[src/rtl/core/dtcr_pkg.sv]
`default_nettype none

package dtcr_pkg;

   // fixed-point and frame constants
   localparam int FRAC_BITS     = 16;
   localparam int MAX_DIM       = 4096;
   localparam int DIM_W         = 13;
   localparam int DEPTH_LOW_MM  = 500;
   localparam int DEPTH_HIGH_MM = 8000;

   // divider: one quotient bit per cell
   localparam int DIV_BITS = 32;
   localparam int DVSR_W   = 13;

   // target sum: 32-bit product + 32-bit offset - 32-bit quotient
   localparam int SUM_W = 36;
   localparam int PIX_W = SUM_W - FRAC_BITS;

   typedef enum logic [2:0] {
      CSR_X_GAIN        = 3'd0,
      CSR_X_OFFSET      = 3'd1,
      CSR_BASELINE_TERM = 3'd2,
      CSR_Y_GAIN        = 3'd3,
      CSR_Y_OFFSET      = 3'd4,
      CSR_OUT_WIDTH     = 3'd5,
      CSR_OUT_HEIGHT    = 3'd6
   } csr_index_type;

   typedef struct packed {
      logic [15:0] depth_mm;
      logic [11:0] src_col;
      logic [11:0] src_row;
   } req_type;

   typedef struct packed {
      logic [11:0] dst_col;
      logic [11:0] dst_row;
      logic [12:0] dst_depth_mm;
   } rsp_type;

   typedef struct packed {
      logic [19:0]        x_gain;
      logic signed [31:0] x_offset;
      logic signed [31:0] baseline_term;
      logic [19:0]        y_gain;
      logic signed [31:0] y_offset;
      logic [DIM_W-1:0]   out_width;
      logic [DIM_W-1:0]   out_height;
   } cfg_type;

   // item traveling down the divider chain
   typedef struct packed {
      logic                keep;     // depth inside the accepted range
      logic [DVSR_W-1:0]   depth;    // divisor and payload depth
      logic [DVSR_W-1:0]   rem;      // partial remainder
      logic [DIV_BITS-1:0] num;      // dividend shifting out, quotient shifting in
      logic [31:0]         xprod;    // x_gain * src_col
      logic [31:0]         yprod;    // y_gain * src_row
   } div_item_type;

endpackage

`default_nettype wire

[src/rtl/core/dtcr_div_cell.sv]
`default_nettype none

// One restoring-division step; retires one quotient bit per item.
module dtcr_div_cell import dtcr_pkg::*; (
   input  wire logic         clock,
   input  wire logic         reset,
   input  wire logic         in_valid,
   output logic              in_ready,
   input  wire div_item_type in_item,
   output logic              out_valid,
   input  wire logic         out_ready,
   output div_item_type      out_item
);

   logic               valid_ff;
   div_item_type       item_ff;
   div_item_type       item_in;
   logic [DVSR_W:0]    trial;
   logic               fits;

   always_comb begin
      trial   = {in_item.rem, in_item.num[DIV_BITS-1]};
      fits    = trial >= {1'b0, in_item.depth};
      item_in = in_item;
      item_in.rem = fits ? DVSR_W'(trial - {1'b0, in_item.depth}) : trial[DVSR_W-1:0];
      item_in.num = {in_item.num[DIV_BITS-2:0], fits};
   end

   assign in_ready  = !valid_ff || out_ready;
   assign out_valid = valid_ff;
   assign out_item  = item_ff;

   always_ff @(posedge clock) begin
      if (reset) begin
         valid_ff <= 1'b0;
      end else if (in_ready) begin
         valid_ff <= in_valid;
      end
   end

   always_ff @(posedge clock) begin
      if (in_ready && in_valid) begin
         item_ff <= item_in;
      end
   end

endmodule

`default_nettype wire

[config.mk]
export PLATFORM = sky130hd
export DESIGN_NAME = dtcr_div_cell
export DESIGN_NICKNAME = d
export VERILOG_FILES = /design/src/rtl/core/dtcr_pkg.sv /design/src/rtl/core/dtcr_div_cell.sv
export SDC_FILE = /design/constraint.sdc
export NUM_CORES = 1
export LEC_CHECK = 0
export ABC_CLOCK_PERIOD_IN_PS = 5060
export BUFFER_PORTS_ARGS = -buffer_cell sky130_fd_sc_hd__buf_4
export CELL_PAD_IN_SITES_DETAIL_PLACEMENT = 2
export CELL_PAD_IN_SITES_GLOBAL_PLACEMENT = 2
export CORE_MARGIN = 8
export CORE_UTILIZATION = 29
export CTS_CLUSTER_SIZE = 16
export DETAILED_ROUTE_END_ITERATION = 7
export GPL_TIMING_DRIVEN = 0
export PLACE_DENSITY = 0.85
export SLEW_MARGIN = 20
export SYNTH_ARGS = -nofsm -noshare
export SYNTH_HDL_FRONTEND = slang
export SYNTH_SLANG_ARGS = --single-unit
[constraint.sdc]
create_clock -name clock -period 5.06 [get_ports clock]
set_input_delay 0.759 -clock clock [delete_from_list [all_inputs] [get_ports clock]]
set_output_delay 0.759 -clock clock [all_outputs]
set_load 0.03 [all_outputs]
# ---- After elaboration in Yosys (flattened, before gate mapping)
# Index checks and enable logic that the tools add are counted.
dict set report word_totals {
  reg_bits 124
  latchBits 0
  mem_bits_rw 0
  rom_bits 0
  in_bits 127
  out_inout_bits 125
  word_cells 13
  mem_count 0
}
dict set report classes {
  add_sub_neg 1
  mul 0
  div_mod_pow 0
  order_cmp 1
  n_eq_ne 0
  shift 0
  n_mux 1
  bitwise_logic 0
  n_reduce_logical 3
}
# op count
set op_table {}
lappend op_table {{$ge A14 B13 Y1} 1}
lappend op_table {{$mux W13} 1}
lappend op_table {{$sub A13 B13 Y13} 1}
lappend op_table {{$logic_and A1 B1 Y1} 1}
lappend op_table {{$logic_not A1 Y1} 1}
lappend op_table {{$logic_or A1 B1 Y1} 1}

# ---- Longest topological paths before layout
# Gate-level depths: netlist of run 1.
dict set report depth {
  ltp_word 3
  mapped_depth 11
  mapped_depth_nobuf 10
}

# ---- Worst setup path after synthesis of run 1
# No wires, ideal clock.
dict set report synth_path {
  path_type {input to register}
  start {input port out_ready}
  end {register item_ff (netlist bit out_item[0]), enable pin}
  setup_ps 496
  arrival_time_ps 3969
  required_time_ps 4564
  setup_slack_ps 595
  stages 2
  n_path_buf 0
  cell_sequence {nand2b_1 -> and2_1}
}
dict set report synth_between {
  elab_chain_len 2
}
# element line
set synth_lines {}
lappend synth_lines {{from (decl)} dtcr_div_cell.sv:11} ;# input wire logic out_ready,
lappend synth_lines {{$logic_or A1 B1 Y1} dtcr_div_cell.sv:29} ;# assign in_ready = !valid_ff || out_ready;
lappend synth_lines {{$logic_and A1 B1 Y1} dtcr_div_cell.sv:42} ;# if (in_ready && in_valid) begin
lappend synth_lines {{to (signal assigned)} dtcr_div_cell.sv:43} ;# item_ff <= item_in;
lappend synth_lines {{to (decl)} dtcr_div_cell.sv:16} ;# div_item_type item_ff;
# Every way passes these cells.
# A chain may end at the register's enable or synchronous reset.

==> results.toml, run 1 <==
[setup_path]
reg2reg_slack_ns = 3.44
crit_buf_inv = 5
cp.required_ns = 5.21
start_kind = "input pin"
timing.rr.end = "out_item[23]$_DFFE_PP_"
worstRegToRegCells = 3
crit_family = "compound AO/OA/AOI/OAI gates"
path_cells = "buf_4 -> inv_1 -> ha_1 -> inv_1 -> fa_1 -> a21oi_1 -> o2111ai_2 -> a2111oi_2 -> or2_1 -> buf_6 -> inv_6 -> mux2_4"
criticalPathCategory = "in2reg"
slowest_delay_ns = 0.48
cp_common_cell = "inv_1"
crit_slowest_cell = "a2111oi_2"
cp-end-kind = "register"
critPathMaxFanout = 10
r2r_start = "out_valid$_SDFFE_PP0N_"
arrival_ns = 3.32

[min_path]
min_path_cells = 2
hp-class = "in2reg"
min_to = "out_valid$_SDFFE_PP0N_"
min_from = "reset"

[sta]
finalSetupViolations = 0
fin_crit_ns = 3.18
worst_slew_pin_slew_ns = 0.462
rsz0062_at_grt = "no"
final.period_utilization_pct = 62.8
maxSlewViolCount = 0
slew_headroom_pct = 69.2
fmax_mhz = 315
hold_violations = 0
fin_skew_ns = 0.00623

[yosys]
synth_most_common_cell = "edfxtp_1"
synth_nets = 387
ys_seq_area_share_pct = 80.0
synth-edff-count = 123
synth_area_leader_cell = "edfxtp_1"
synth.distinct_cells = 42
ys_ff_latch = 124
ys_async_sr_fraction_pct = 0
synthTopCellsByArea = "edfxtp_1, ha_1, mux2_4"
netlist_instances = 246
synth_commonest_cells = "edfxtp_1, inv_1, ha_1"
synth_top_area_share_pct = 79.6
ys.flop_type = "edfxtp_1"
syn_avg_cell_area_um2 = 18.9
syn_area_um2 = 4640
yosysWarnings = 0

[clock_tree]
cts_max_path_buffers = 2
post-cts-setup-buffers = 0
clock_sinks = 124
clkLatencyLatePin_ns = 0.40
cts_tree = "done"
cts_resized = 0
numCtsBuffers = 17
cts.clk_slew.worst_paths_ns = 0.05
postCtsHoldBufs = 0
ctsHtreeMaxLevel = 4
clk_root_buffer_cell = "clkbuf_16"

[placement]
place_area_um2 = 6850
hpwl_mm = 13.8
port-buffer-count = 251
place_congestion = 0.828

[global_route]
antenna_found_initial = 0
track_usage_pct = 17.1
grt_pass1_vias = 3826
grt_max_degree = 60
grt.overflow.total = 0
grt_pass1_wl_mm = 25.1

[route]
drt-met1-wl_mm = 6.20
routedWlPerCell_um = 23.6
dr.pass1.iters = 4
routed-wl-met2_mm = 9.51
detail-route-antenna-nets = 0
routed.top_layer = "met4"
drtIter0Drc = 116
met3_length_mm = 1.73
vias = 3295
routed_via_density = 4.41
drc = 0
wl_mm = 17.6

[cells_and_area]
nets = 659
antenna_cells = 0
syn_to_final_growth_pct = 61.1
fill_cells = 1571
fin_area_um2 = 7480
fin_util_pct = 47.4
layout-drive-gt1-share_pct = 55.7

[outcome]
status = "completed"

[power]
powerDensity_nw_per_um2 = 408
leakagePower_nw = 3.19
ir_drop_v = 0.000248

[die]
initial_core_util_pct = 29.4
die_h_um = 143
fp.dieW_um = 143
io_pins = 252
coreArea_um2 = 15800
die_area_um2 = 20300
rows = 46

[job]
max-cap-violations = 0
==> sequential cells by signal, indices dropped and copies added, names as in the netlist <==
name and flops:
out_valid 1, out_item 123
==> through the flow <==
step	power (mW)	worst slack [ns]	TNS (ns)	instances	hold slack [ns]
2_1_floorplan	1.53	0.595	0	246	0.828
3_3_place_gp	1.75	-0.302	-35.54	713	0.513
3_5_place_dp	1.77	1.45	0	715	0.543
4_1_cts	3.09	1.84	0	747	0.496
5_1_grt	3.16	1.72	0	747	0.495
6_report	3.05	1.88	0	747	0.513
==> layout by cell type (no fill, tap or decap), types with 2 or more instances in the layout <==
master and count:
buf_4 251, edfxtp_1 123, inv_1 19, clkbuf_16 17, ha_1 13, a21oi_1 10, nand2_1 9, mux2_4 8
nor2_1 5, o21ai_0 5, bufinv_16 5, nand3_1 4, nor3_1 4, xnor2_1 4, xor2_1 4, o211ai_1 3
nand2b_1 3, clkinv_1 3, a21o_1 2, or3_1 2, inv_6 2, o31ai_1 2, clkinv_2 2, clkbuf_1 2
==> per-layer routing <==
layer	track usage, %	vias up
met5	0	-
met4	3.91	0
met3	7.25	19
met2	31.7	168
met1	17.2	1612
li1	-	1496
==> cell families after synthesis <==
group	count (synthesis)	share of synthesized area (%)
buf+inv	21	1.97
mux	10	3.05
xor+xnor	8	1.51
flops	124	80.0
simple gates	36	4.07
compound gates	33	5.47
fa+ha+maj	14	3.94
==> where the power goes <==
part           internal, mW  total, mW  switching [mW]
Combinational         0.213      0.502           0.289
Sequential             1.22       1.24          0.0244
Clock                 0.870       1.31           0.440
Total                  2.30       3.05           0.753
==> worst max-delay path by stage <==
| stage | startpoint | endpoint | cells past startpoint |
|---|---|---|---|
| CTS | in_item[95] | out_item[101]$_DFFE_PP_ | 12 |
| global route | in_item[95] | out_item[106]$_DFFE_PP_ | 12 |
| floorplan | out_ready | out_item[0]$_DFFE_PP_ | 2 |
| global placement | out_ready | out_item[13]$_DFFE_PP_ | 3 |
| finish | in_item[95] | out_item[101]$_DFFE_PP_ | 12 |
| detailed placement | in_item[95] | out_item[100]$_DFFE_PP_ | 12 |
==> layout make-up <==
cell class                      count  area [µm²]  share of cell area (%)
Buffer                              1        11.3                   0.151
Clock buffer                       19         433                    5.79
Clock inverter                     13         196                    2.63
Inverter                           20        80.1                    1.07
Multi-Input combinational cell    101         840                    11.2
Sequential cell                   124        3710                    49.7
Tap cell                          216         270                    3.62
Timing Repair Buffer              253        1930                    25.8
No activity file was read; power rests on OpenSTA's default activity.
==> run 2, diff against run 1 <==
- ABC_CLOCK_PERIOD_IN_PS: 5060 -> 3250
- clock period: 5.06 -> 3.25 ns (I/O delays scaled with it)
==> results.toml, run 2 (synthesis results as in run 1) <==
[die]
io_pins = 252
die_h_um = 143
fp.dieW_um = 143
coreArea_um2 = 15800
initial_core_util_pct = 29.4
rows = 46
die_area_um2 = 20300

[global_route]
grt_pass1_vias = 3734
grt_use_met1_pct = 15.7
grt_max_degree = 60
antenna_found_initial = 1
grt_pass1_wl_mm = 23.8
track_usage_pct = 16.3
grt.overflow.total = 0
gr-max-usage-layer = "met2"
met2_usage_pct = 30.6
grtUsageMet3_pct = 7.61

[cells_and_area]
regArea_um2 = 3710
layout-drive-gt1-share_pct = 55.7
multiInputGateArea_um2 = 840
antenna_cells = 0
nets = 659
final_common_cell = "buf_4"
largest_register_ffs = 123
final_cells = 744
fin_util_pct = 47.0
mostFrequentLayoutCells = "buf_4, edfxtp_1, inv_1, clkbuf_16, ha_1"
fill_cells = 1576
syn_to_final_growth_pct = 59.5

[min_path]
min_to = "out_valid$_SDFFE_PP0N_"
min_path_cells = 2
min_from = "reset"
hp-class = "in2reg"

[sta]
worst_slew_pin_slew_ns = 0.441
fin_skew_ns = 0.00607
hold_violations = 0
fmax_mhz = 350
final.period_utilization_pct = 87.9
fin_crit_ns = 2.86
slew_headroom_pct = 70.5
finalSetupViolations = 0
maxSlewViolCount = 0
rsz0062_at_grt = "no"

[setup_path]
cp.required_ns = 3.40
start_kind = "input pin"
worstRegToRegCells = 4
criticalPathCategory = "in2reg"
r2r_start = "out_valid$_SDFFE_PP0N_"
critPathMaxFanout = 10
timing.rr.end = "out_item[37]$_DFFE_PP_"
cp-end-kind = "register"
arrival_ns = 3.01
reg2reg_slack_ns = 1.39

[job]
max-cap-violations = 0

[route]
vias = 3294
drtIter0Drc = 151
routedWlPerCell_um = 22.9
routed_via_density = 4.43
dr.pass1.iters = 5
drc = 0
wl_mm = 17.0
detail-route-antenna-nets = 0

[placement]
place_congestion = 0.862
dp_cells = 715
hpwl_mm = 13.7
port-buffer-count = 251

[clock_tree]
postCtsHoldBufs = 0
cts.clk_slew.worst_paths_ns = 0.05
post-cts-setup-buffers = 0
clkLatencyLatePin_ns = 0.41
cts_tree = "done"
cts_resized = 0
clk_root_buffer_cell = "clkbuf_16"
ctsHtreeMaxLevel = 4
clock_sinks = 124
cts_max_path_buffers = 2
numCtsBuffers = 17

[outcome]
status = "completed"

[power]
powerDensity_nw_per_um2 = 612
fin_total_pwr_mw = 4.53
ir_drop_v = 0.000326
leakagePower_nw = 3.16
[run 2: cell count changes in the layout (fill, tap and decap cells not counted)]
cell,before,now
bufinv_16,5,3
inv_6,2,1
clkbuf_1,2,1
clkinv_2,2,4
clkinv_4,1,0
[run 2: routing by layer]
| metal | share of wire, % | wire length [µm] |
|---|---|---|
| met5 | 0.076 | 13 |
| met4 | 0.82 | 140 |
| met1 | 35 | 5900 |
| met3 | 10 | 1700 |
| met2 | 54 | 9270 |
[run 2: worst max path at each step]
| stage | startpoint | end | slack [ns] |
|---|---|---|---|
| 6_report | in_item[95] | out_item[99]$_DFFE_PP_ | 0.39 |
| 5_1_grt | in_item[95] | out_item[99]$_DFFE_PP_ | 0.22 |
| 4_1_cts | in_item[95] | out_item[99]$_DFFE_PP_ | 0.38 |
| 3_5_place_dp | in_item[95] | out_item[101]$_DFFE_PP_ | -0.02 |
| 3_3_place_gp | in_item[95] | out_item[103]$_DFFE_PP_ | -0.02 |
| 2_1_floorplan | out_ready | out_item[0]$_DFFE_PP_ | 0.41 |
[run 2: per-stage QoR]
stage	setup WS, ns	hold WS [ns]	TNS [ns]	instance area [µm²]
final	0.394	0.238	0	7400
after detailed placement	-0.0155	0.583	-0.0618	6850
after CTS	0.385	0.218	0	7400
after floorplan	0.406	0.557	0	4640
after global placement	-0.0155	0.511	-0.104	6800
after global routing	0.225	0.217	0	7400
[run 2: power breakdown]
group	internal (mW)	switching (mW)	leakage, nW	total [mW]
combinational	0.332	0.448	1.69	0.779
sequential	1.90	0.0363	1.20	1.93
clock	1.18	0.644	0.274	1.82
total	3.40	1.13	3.16	4.53
[run 2: worst max-delay path, cell delays in order]
cell and delay (ns):
buf_4 0.11, inv_1 0.05, ha_1 0.15, inv_1 0.05, fa_1 0.40, a21oi_1 0.29, o2111ai_2 0.29, a2111oi_2 0.48
or2_1 0.18, buf_6 0.13, inv_6 0.07, mux2_4 0.30
[run 2: final cells by class]
class	count	area share (%)
inverters	20	1.08
multi-input cells	101	11.3
clock buffers	18	5.80
well taps	216	3.65
repair buffers	253	26.1
flip-flops and latches	124	50.2
clock inverters	11	1.74
plain buffers	1	0.152
