File: src/rtl/core/dtcr_pkg.sv
`default_nettype none

package dtcr_pkg;

   // fixed-point and frame constants
   localparam int FRAC_BITS     = 16;
   localparam int MAX_DIM       = 4096;
   localparam int DIM_W         = 13;
   localparam int DEPTH_LOW_MM  = 500;
   localparam int DEPTH_HIGH_MM = 8000;

   // divider: one quotient bit per cell
   localparam int DIV_BITS = 32;
   localparam int DVSR_W   = 13;

   // target sum: 32-bit product + 32-bit offset - 32-bit quotient
   localparam int SUM_W = 36;
   localparam int PIX_W = SUM_W - FRAC_BITS;

   typedef enum logic [2:0] {
      CSR_X_GAIN        = 3'd0,
      CSR_X_OFFSET      = 3'd1,
      CSR_BASELINE_TERM = 3'd2,
      CSR_Y_GAIN        = 3'd3,
      CSR_Y_OFFSET      = 3'd4,
      CSR_OUT_WIDTH     = 3'd5,
      CSR_OUT_HEIGHT    = 3'd6
   } csr_index_type;

   typedef struct packed {
      logic [15:0] depth_mm;
      logic [11:0] src_col;
      logic [11:0] src_row;
   } req_type;

   typedef struct packed {
      logic [11:0] dst_col;
      logic [11:0] dst_row;
      logic [12:0] dst_depth_mm;
   } rsp_type;

   typedef struct packed {
      logic [19:0]        x_gain;
      logic signed [31:0] x_offset;
      logic signed [31:0] baseline_term;
      logic [19:0]        y_gain;
      logic signed [31:0] y_offset;
      logic [DIM_W-1:0]   out_width;
      logic [DIM_W-1:0]   out_height;
   } cfg_type;

   // item traveling down the divider chain
   typedef struct packed {
      logic                keep;     // depth inside the accepted range
      logic [DVSR_W-1:0]   depth;    // divisor and payload depth
      logic [DVSR_W-1:0]   rem;      // partial remainder
      logic [DIV_BITS-1:0] num;      // dividend shifting out, quotient shifting in
      logic [31:0]         xprod;    // x_gain * src_col
      logic [31:0]         yprod;    // y_gain * src_row
   } div_item_type;

endpackage

`default_nettype wire

File: src/rtl/core/dtcr_finish.sv
`default_nettype none

// Sums the Q16 target, truncates toward zero, clips to the frame, holds the result.
module dtcr_finish import dtcr_pkg::*; (
   input  wire logic         clock,
   input  wire logic         reset,
   input  wire cfg_type      cfg,
   input  wire logic         in_valid,
   output logic              in_ready,
   input  wire div_item_type in_item,
   output logic              rsp_valid,
   input  wire logic         rsp_ready,
   output rsp_type           rsp_data
);

   logic                    out_valid_ff;
   rsp_type                 rsp_ff;
   rsp_type                 rsp_in;
   logic signed [SUM_W-1:0] quo_s;
   logic signed [SUM_W-1:0] x_sum;
   logic signed [SUM_W-1:0] y_sum;
   logic [PIX_W-1:0]        px;
   logic [PIX_W-1:0]        py;
   logic                    x_ok;
   logic                    y_ok;
   logic [DIM_W-1:0]        width_lim;
   logic [DIM_W-1:0]        height_lim;
   logic                    hit;

   // truncation toward zero; values in (-1, 0) land on pixel 0, other negatives miss
   function automatic logic [PIX_W:0] to_pixel(input logic signed [SUM_W-1:0] v);
      logic [PIX_W:0] r;
      r = '0;
      if (!v[SUM_W-1]) begin
         r = {1'b1, v[SUM_W-1:FRAC_BITS]};
      end else if ((&v[SUM_W-1:FRAC_BITS]) && (v[FRAC_BITS-1:0] != '0)) begin
         r = {1'b1, {PIX_W{1'b0}}};
      end
      return r;
   endfunction

   always_comb begin
      quo_s = cfg.baseline_term[31] ? -$signed({4'b0, in_item.num})
                                    :  $signed({4'b0, in_item.num});
      x_sum = $signed({4'b0, in_item.xprod}) + SUM_W'(cfg.x_offset) - quo_s;
      y_sum = $signed({4'b0, in_item.yprod}) + SUM_W'(cfg.y_offset);
      {x_ok, px} = to_pixel(x_sum);
      {y_ok, py} = to_pixel(y_sum);
      width_lim  = (cfg.out_width  > DIM_W'(MAX_DIM)) ? DIM_W'(MAX_DIM) : cfg.out_width;
      height_lim = (cfg.out_height > DIM_W'(MAX_DIM)) ? DIM_W'(MAX_DIM) : cfg.out_height;
      hit = in_item.keep && x_ok && y_ok
            && (px < PIX_W'(width_lim)) && (py < PIX_W'(height_lim));
      rsp_in.dst_col      = px[11:0];
      rsp_in.dst_row      = py[11:0];
      rsp_in.dst_depth_mm = in_item.depth;
   end

   assign in_ready  = !out_valid_ff || rsp_ready;
   assign rsp_valid = out_valid_ff;
   assign rsp_data  = rsp_ff;

   always_ff @(posedge clock) begin
      if (reset) begin
         out_valid_ff <= 1'b0;
      end else if (in_ready) begin
         out_valid_ff <= in_valid && hit;
      end
   end

   always_ff @(posedge clock) begin
      if (in_ready && in_valid && hit) begin
         rsp_ff <= rsp_in;
      end
   end

endmodule

`default_nettype wire

File: config.mk
export PLATFORM = sky130hd
export DESIGN_NAME = dtcr_finish
export DESIGN_NICKNAME = d
export VERILOG_FILES = /design/src/rtl/core/dtcr_pkg.sv /design/src/rtl/core/dtcr_finish.sv
export SDC_FILE = /design/constraint.sdc
export NUM_CORES = 1
export LEC_CHECK = 0
export BUFFER_PORTS_ARGS = -buffer_cell sky130_fd_sc_hd__clkbuf_2
export CAP_MARGIN = 20
export CORE_MARGIN = 2
export CORE_UTILIZATION = 25
export DETAILED_ROUTE_END_ITERATION = 10
export PLACE_DENSITY = 0.59
export RECOVER_POWER = 100
export SLEW_MARGIN = 20
export SYNTH_ARGS = -nofsm -noshare
export SYNTH_HDL_FRONTEND = slang
export SYNTH_SLANG_ARGS = --single-unit
export TNS_END_PERCENT = 1
File: constraint.sdc
create_clock -name clock -period 12.91 [get_ports clock]
set_clock_uncertainty 0.15 [all_clocks]
set_input_delay 2.582 -clock clock [delete_from_list [all_inputs] [get_ports clock]]
set_output_delay 2.582 -clock clock [all_outputs]
set_load 0.02 [all_outputs]
### Word level (Yosys, flattened, before mapping)

Index checks and enable logic that the tools add are counted.

* reduce and logical (&&, ||, !) cells: 15
* mux-type cells: 7
* $mul: 0
* add/subtract/negate cells: 4
* equal/unequal tests: 0
* shift operators: 0
* magnitude comparators: 4
* div/mod/pow operators: 0
* bitwise gates (word level): 0

Operators with widths (number)
* 21-bit two-way mux: 4
* 33-bit by 32-bit adder with 34-bit output: 2
* 20-bit by 13-bit less-than comparator with 1-bit output: 2
* 20-bit AND reduction: 2
* 36-bit two-way mux: 1
* 32-bit negator with 36-bit output: 1
* 34-bit by 36-bit subtractor with 36-bit output: 1
* 16-bit nonzero test: 2
* 13-bit > comparator, second input constant: 2
* 13-bit two-way mux: 2
* 1-bit logical AND: 9
* 1-bit logical NOT: 1
* 1-bit logical OR: 1

* bits in latches: 0
* output and inout bits: 39
* register bits: 38
* memory bits (read-only): 0
* bits in writable memories: 0
* memories: 0

### Depth between registers and ports, before layout

Gate-level depths: netlist of run 1.

* depth after elaboration: 12
* mapped depth: 34
* depth with buffers taken out: 32

### Least setup slack after synthesis of run 1

Ideal clock, no wire load.

* kind: input to register
* start point: input in_item[64] in the netlist's numbering
* end point: register rsp_ff (netlist bit rsp_data[0]) (enable)
* cell stages on the path: 33
* setup slack: 1.391 ns
* required time: 12.307 ns
* library setup time: 0.453 ns
* arrival: 10.916 ns
* cells stage by stage: inv_1 ha_1 nand2b_1 nand2b_1 or2_1 or3_1 or2_2 nand2b_1 or3b_1 o21ai_0 xor2_1 fa_1 ha_1 a21oi_1 o21ai_0 or2_2 o22ai_2 o21a_1 nor4bb_1 a2111oi_4 buf_2 nor2_1 ha_1 a21o_1 a21oi_1 nor2b_1 o21ai_0 nand2b_1 a21oi_1 o21ai_0 a22oi_1 o311ai_1 nor4b_2

RTL lines
* start: declaration: line dtcr_finish.sv:10 `input wire div_item_type in_item,`
* 32-bit negator with 36-bit output: line dtcr_finish.sv:43 `quo_s = cfg.baseline_term[31] ? -$signed({4'b0, in_item.num})`
* 36-bit two-way mux *: line dtcr_finish.sv:43
* 34-bit by 36-bit subtractor with 36-bit output *: line dtcr_finish.sv:45 `x_sum = $signed({4'b0, in_item.xprod}) + SUM_W'(cfg.x_offset) - quo_s;`
* 21-bit two-way mux *: line dtcr_finish.sv:34 `if (!v[SUM_W-1]) begin`
* net px[5]: line dtcr_finish.sv:22 `logic [PIX_W-1:0] px;`
* 20-bit by 13-bit less-than comparator with 1-bit output *: line dtcr_finish.sv:52 `&& (px < PIX_W'(width_lim)) && (py < PIX_W'(height_lim));`
* 1-bit logical AND * (2 in series): line dtcr_finish.sv:52
* 1-bit logical AND *: line dtcr_finish.sv:71 `if (in_ready && in_valid && hit) begin`
* end signal: assignment: line dtcr_finish.sv:72 `rsp_ff <= rsp_in;`
* end: declaration: line dtcr_finish.sv:17 `rsp_type rsp_ff;`

Mark *: on every way through the listed nets, which the timed path passes. The rest lies on a longest branch.
A chain may end at the register's enable or synchronous reset.

### Worst setup path after layout of run 1

* start point: input in_item[64] in the netlist's numbering
* end point: register rsp_ff (netlist bit rsp_data[9]) (enable)

Same word-level chain as after synthesis.

==> flow_summary.json, run 1 <==
{
  "fillers": 3225,
  "dp.cells": 1533,
  "insertion_delay_ns": 0.27,
  "drt_wl_total_um": 23520,
  "criticalPathCategory": "input port to flip-flop",
  "cts-root-buf": "clkbuf_16",
  "avgViaCountPerCell": 5.091,
  "finish.utilization_pct": 31.12,
  "fp.dieW_um": 178.4,
  "whs_ns": 0.5444,
  "slew_viol_final": 0,
  "power.density_nw_per_um2": 100.8,
  "synth_cell_types": 82,
  "final_common_cell": "clkbuf_2",
  "gr-total-overflow": 0,
  "yosys_warnings": 0,
  "synth_edf_count": 37,
  "hp-class": "flip-flop to flip-flop",
  "ys.flop_type": "edfxtp_1",
  "final_cell_mix": "clkbuf_2 (202), ha_1 (97), nand2_1 (88)",
  "cts_tree": "yes",
  "status": "finished, final reports clean",
  "grt_pass1_wl_um": 37610,
  "drc": 0,
  "drive_gt1_share_pct": 20.24,
  "ys_seq_area_share_pct": 14.87,
  "vias": 7845,
  "grt_max_degree": 35,
  "max_stage_delay_ns": 0.58,
  "area_growth_pct": 21.90,
  "grt_pass1_vias": 7715,
  "io_buffer_count": 243,
  "cts_max_path_buffers": 2,
  "track_usage_pct": 14.33,
  "rsz0062_at_grt": "false",
  "drv_cap": 0,
  "slowest_stage": "clkbuf_1",
  "finalHoldViolations": 0,
  "syn-num-nets": 1351,
  "required_ns": 12.71,
  "min_period_over_period_pct": 85.85,
  "diodes": 0,
  "postCtsSetupRepairBufs": 0,
  "p_leak_nw": 3.923,
  "hpwl_um": 20670,
  "antenna_found_initial": 0,
  "cp_max_fo": 22,
  "timing.fmax_ghz": 0.09023,
  "wl_per_cell_um": 15.26,
  "cellInternalPower_w": 0.0004826,
  "dieArea_um2": 31840,
  "io_pins": 328,
  "netlist_instances": 932,
  "sequentialPowerShare_pct": 15.3,
  "netlist_area_um2": 7606,
  "start_util_pct": 25.53,
  "ant_nets": 0,
  "hold_buffers": 0,
  "yosys_register_bits": 38,
  "cts_resized": 0,
  "die_y_um": 178.4,
  "combPwrFrac_pct": 72.3,
  "p_sw_w": 0.0004519,
  "tightestPinTransition_ns": 0.7143,
  "cts.sinks": 38,
  "dr.pass1.iters": 5,
  "min_period_ns": 11.08,
  "r2r-start": "rsp_valid",
  "total_power_w": 0.0009344,
  "nets": 1569,
  "swShare_pct": 48.36,
  "drt_iter0_markers": 427,
  "cts_made_buffers": 5,
  "crit_start": "in_item[64]",
  "cp-start-kind": "input port",
  "clk_transition_reported_paths_ns": 0.05,
  "peakVddDrop_mv": 0.05378,
  "synthArstFlopShare_pct": 0,
  "p_clk_share_pct": 12.4,
  "slew_headroom_pct": 52.38,
  "gp_congestion": 0.8662,
  "avgSynthCellArea_um2": 8.161,
  "htree_num_levels": 2,
  "rows": 63,
  "coreArea_um2": 29800,
  "crit_arrival_ns": 10.88,
  "setup_viol": 0,
  "min-delay-start": "rsp_valid",
  "end_kind": "flip-flop",
  "setup_tns_ns": 0,
  "stdcell_count": 1541
}
==> layout make-up <==
type                    count  area [µm²]  area share, %
clock inverters             3       16.27         0.1754
inverters                  37       138.9          1.498
repair buffers            247        1187          12.81
flip-flops and latches     38        1131          12.20
multi-input cells         821        6185          66.71
clock buffers               5       125.1          1.350
well taps                 390       488.0          5.263
==> final timing paths <==
check | to | slack [ns] | depth (start not counted)
setup / recovery | rsp_data[9] | 1.83 | 35
hold / removal | rsp_valid | 0.54 | 2
setup reg to reg | rsp_data[9] | 11.30 | 3
hold reg to reg | rsp_valid | 0.54 | 2
==> cell families after synthesis <==
kind of cell / count (synthesis) / share of synthesized area, %
adder cells (fa/ha/maj): 130 / 24.64
multiplexers: 2 / 0.2796
XOR/XNOR: 83 / 9.656
buffers and inverters: 73 / 3.849
flip-flops: 38 / 14.87
AO/OA/AOI/OAI: 296 / 25.94
AND/OR/NAND/NOR: 310 / 20.76
==> worst max-delay path, delay by kind of cell <==
family | cells | cell delay, ns
simple gates | 14 | 3.16
compound gates | 12 | 2.45
fa+ha+maj | 4 | 1.36
buf+inv | 4 | 1.08
xor+xnor | 1 | 0.19
==> routing by layer <==
layer	up-vias	routed length [µm]	track usage (%)	share of wire, %
met5	-	0	0	0
met1	3645	11060	19.44	47
met2	261	11050	25.40	47
li1	3928	-	-	-
met4	0	158	1.389	0.67
met3	11	1254	1.343	5.3
==> through the flow <==
stage / area [µm²] / setup slack (ns)
final: 9271 / 1.827
after CTS: 9336 / 2.061
after global placement: 9195 / 1.874
after detailed placement: 9195 / 1.779
after floorplan: 7606 / 1.391
after global routing: 9271 / 1.015
==> power by group through the flow <==
stage / clock network, W / logic [W] / registers [W]
after CTS: 0.000120 / 0.000680 / 0.000143
after detailed placement: 0 / 0.000677 / 0.000146
after global placement: 0 / 0.000668 / 0.000146
final: 0.000116 / 0.000675 / 0.000143
after global routing: 0.000125 / 0.000762 / 0.000143
after floorplan: 0 / 0.000490 / 0.000146
==> flip-flops by register name, indices dropped and copies added (netlist names) <==
| name | cells |
|---|---|
| rsp_valid | 1 |
| rsp_data | 37 |
==> Yosys cell counts, drive strengths merged, types with 3 or more instances <==
| cell | count | area [µm²] |
|---|---|---|
| and2 | 4 | 25.02 |
| a21o | 23 | 172.7 |
| inv | 37 | 138.9 |
| nand4 | 36 | 231.5 |
| nor2 | 70 | 262.8 |
| o22ai | 3 | 25.02 |
| a211o | 5 | 43.79 |
| o21bai | 9 | 67.56 |
| a31oi | 8 | 50.05 |
| nor3 | 21 | 110.1 |
| a211oi | 14 | 105.1 |
| o221ai | 4 | 35.03 |
| a2111oi | 3 | 45.05 |
| or4 | 6 | 45.04 |
| or2 | 6 | 37.53 |
| ha | 97 | 1214 |
| nor2b | 16 | 100.1 |
| nand2 | 88 | 330.3 |
| o311ai | 3 | 26.28 |
| clkbuf | 25 | 93.84 |
| a21oi | 88 | 447.9 |
| or3 | 9 | 66.31 |
| xnor2 | 40 | 357.8 |
| o2111ai | 4 | 35.03 |
| buf | 11 | 60.05 |
| nor4b | 7 | 67.56 |
| xor2 | 43 | 376.6 |
| o41ai | 8 | 88.84 |
| edfxtp | 37 | 1111 |
| o211ai | 15 | 117.6 |
| o21ai | 64 | 335.3 |
| o31ai | 9 | 67.56 |
| nand3 | 18 | 90.09 |
| nand2b | 13 | 81.33 |
| nor4 | 5 | 31.28 |
| o21a | 16 | 120.1 |
| fa | 33 | 660.6 |
Power figures use the tool's default switching activity.
==> run 2: changes to the inputs <==
--- a/config.mk
+++ b/config.mk
@@ -10,7 +10,7 @@
 export CORE_MARGIN = 2
 export CORE_UTILIZATION = 25
 export DETAILED_ROUTE_END_ITERATION = 10
-export PLACE_DENSITY = 0.59
+export PLACE_DENSITY_LB_ADDON = 0.12
 export RECOVER_POWER = 100
 export SLEW_MARGIN = 20
 export SYNTH_ARGS = -nofsm -noshare
==> run 2 against run 1 <==
  * Via count is 1.8% lower
  * Cell count down 0.13%
  * Sequential power barely moved
  * Cell area increased by 0.16%
  * First-iteration DRC count up 0.47%
  * Wire length rose by 4.0%
  * Hold slack gained 0.00051 ns
==> flow_summary.json, run 2 (same netlist as run 1, synthesis figures left out) <==
{
  "layout_setup_ws_ns": 1.240,
  "die_y_um": 178.4,
  "dr.pass1.iters": 5,
  "post-place-ws_ns": 1.284,
  "gr-total-overflow": 0,
  "final_common_cell": "clkbuf_2",
  "min_period_ns": 11.67,
  "hold_buffers": 0,
  "insertion_delay_ns": 0.27,
  "hp-class": "flip-flop to flip-flop",
  "whs_ns": 0.5449,
  "fillers": 3329,
  "drc": 0,
  "met3_usage_pct": 1.385,
  "vias": 7704,
  "met1_usage_pct": 22.05,
  "r2r-start": "rsp_valid",
  "crit_arrival_ns": 11.49,
  "slew_viol_final": 0,
  "wl_per_cell_um": 15.89,
  "min-delay-start": "rsp_valid",
  "hpwl_um": 21420,
  "cts_made_buffers": 5,
  "end_kind": "flip-flop",
  "slowest_stage": "nor4b_2",
  "fp.dieW_um": 178.4,
  "max_stage_delay_ns": 1.04,
  "track_usage_pct": 14.96,
  "largest_reg_flops": 37,
  "crit_start": "in_item[64]",
  "antenna_found_initial": 0,
  "grt_pass1_wl_um": 38720,
  "critical_path.top_delay_family": "simple AND/OR/NAND/NOR gates",
  "htree_num_levels": 2,
  "peakVddDrop_mv": 0.04869,
  "crit_buf_inv": 3,
  "min_period_over_period_pct": 90.40,
  "drt_wl_total_um": 24460,
  "setup_tns_ns": 0,
  "drive_gt1_share_pct": 20.19,
  "dieArea_um2": 31840,
  "met2_usage_pct": 24.24,
  "clk_transition_reported_paths_ns": 0.06,
  "drt_iter0_markers": 429,
  "ant_nets": 0,
  "setup_viol": 0,
  "reg2reg_slack_ns": 10.63,
  "io_buffer_count": 243,
  "coreArea_um2": 29800,
  "busiest_layer": "met2",
  "power.density_nw_per_um2": 103.5,
  "final_cell_mix": "clkbuf_2 (203), ha_1 (97), nand2_1 (88)",
  "diodes": 0,
  "gp_congestion": 0.8584,
  "criticalPathCategory": "input port to flip-flop",
  "cts_resized": 0,
  "cts.sinks": 38,
  "cts_tree": "yes",
  "drv_cap": 0,
  "finalHoldViolations": 0,
  "timing.fmax_ghz": 0.08569,
  "rows": 63,
  "grt_max_degree": 35,
  "start_util_pct": 25.53,
  "avgViaCountPerCell": 5.006,
  "status": "finished, final reports clean",
  "cts_max_path_buffers": 2,
  "grt_pass1_vias": 7621,
  "p_leak_nw": 3.925,
  "cp-start-kind": "input port",
  "required_ns": 12.73,
  "tightestPinTransition_ns": 1.197,
  "cts-root-buf": "clkbuf_16",
  "slew_headroom_pct": 20.02,
  "postCtsSetupRepairBufs": 0,
  "area_growth_pct": 22.09,
  "io_pins": 328,
  "cp_max_fo": 29,
  "nets": 1567,
  "rsz0062_at_grt": "false"
}
-- run 2: cell types whose count changed in the layout (fill, tap and decap cells not counted), sizes merged --
| cell | previous run | this run |
|---|---|---|
| buf | 2 | 1 |
| clkinv | 2 | 0 |
| clkbuf | 250 | 251 |
| clkinvlp | 1 | 0 |
| bufinv | 0 | 1 |
-- run 2: power by group --
group	leakage, nW	switching (W)	total, W	internal [W]
registers	0.314	0.0000000137	0.000143	0.000143
logic	3.53	0.000411	0.000680	0.000269
clock network	0.0781	0.0000466	0.000138	0.0000913
-- run 2: cell type report --
type                            count  area (µm²)  share of cell area [%]
Clock buffer                        7       132.6                   1.428
Clock inverter                      1       30.03                  0.3234
Inverter                           37       138.9                   1.496
Multi-Input combinational cell    821        6176                   66.50
Sequential cell                    38        1131                   12.18
Tap cell                          390       488.0                   5.255
Timing Repair Buffer              245        1190                   12.81
-- run 2: final timing paths --
check / to / cells after the start
max: rsp_data[2] / 34
min reg2reg: rsp_valid / 2
min: rsp_valid / 2
max reg2reg: rsp_data[2] / 3
-- run 2: per-stage QoR --
stage                     area [µm²]  total power, W  cells  util, %
final                           9286       0.0009609   1539    31.17
after CTS                       9355       0.0009710   1539    31.40
after floorplan                 7606       0.0006359    932        -
after global placement          9193       0.0008283   1531    30.85
after detailed placement        9193       0.0008272   1531    30.85
after global routing            9286        0.001061   1539    31.17
-- run 2: tightest hold or removal path: stages (launching register included) --
cell and delay [ns]:
dfxtp_1 0.34, nand2b_1 0.19, o32ai_2 0.11
-- run 2: layer usage --
| metal | part of all wire [%] | wire length [µm] |
|---|---|---|
| met2 | 43 | 10560 |
| met3 | 4.9 | 1200 |
| met4 | 0.83 | 202 |
| met1 | 51 | 12490 |
| met5 | 0 | 0 |
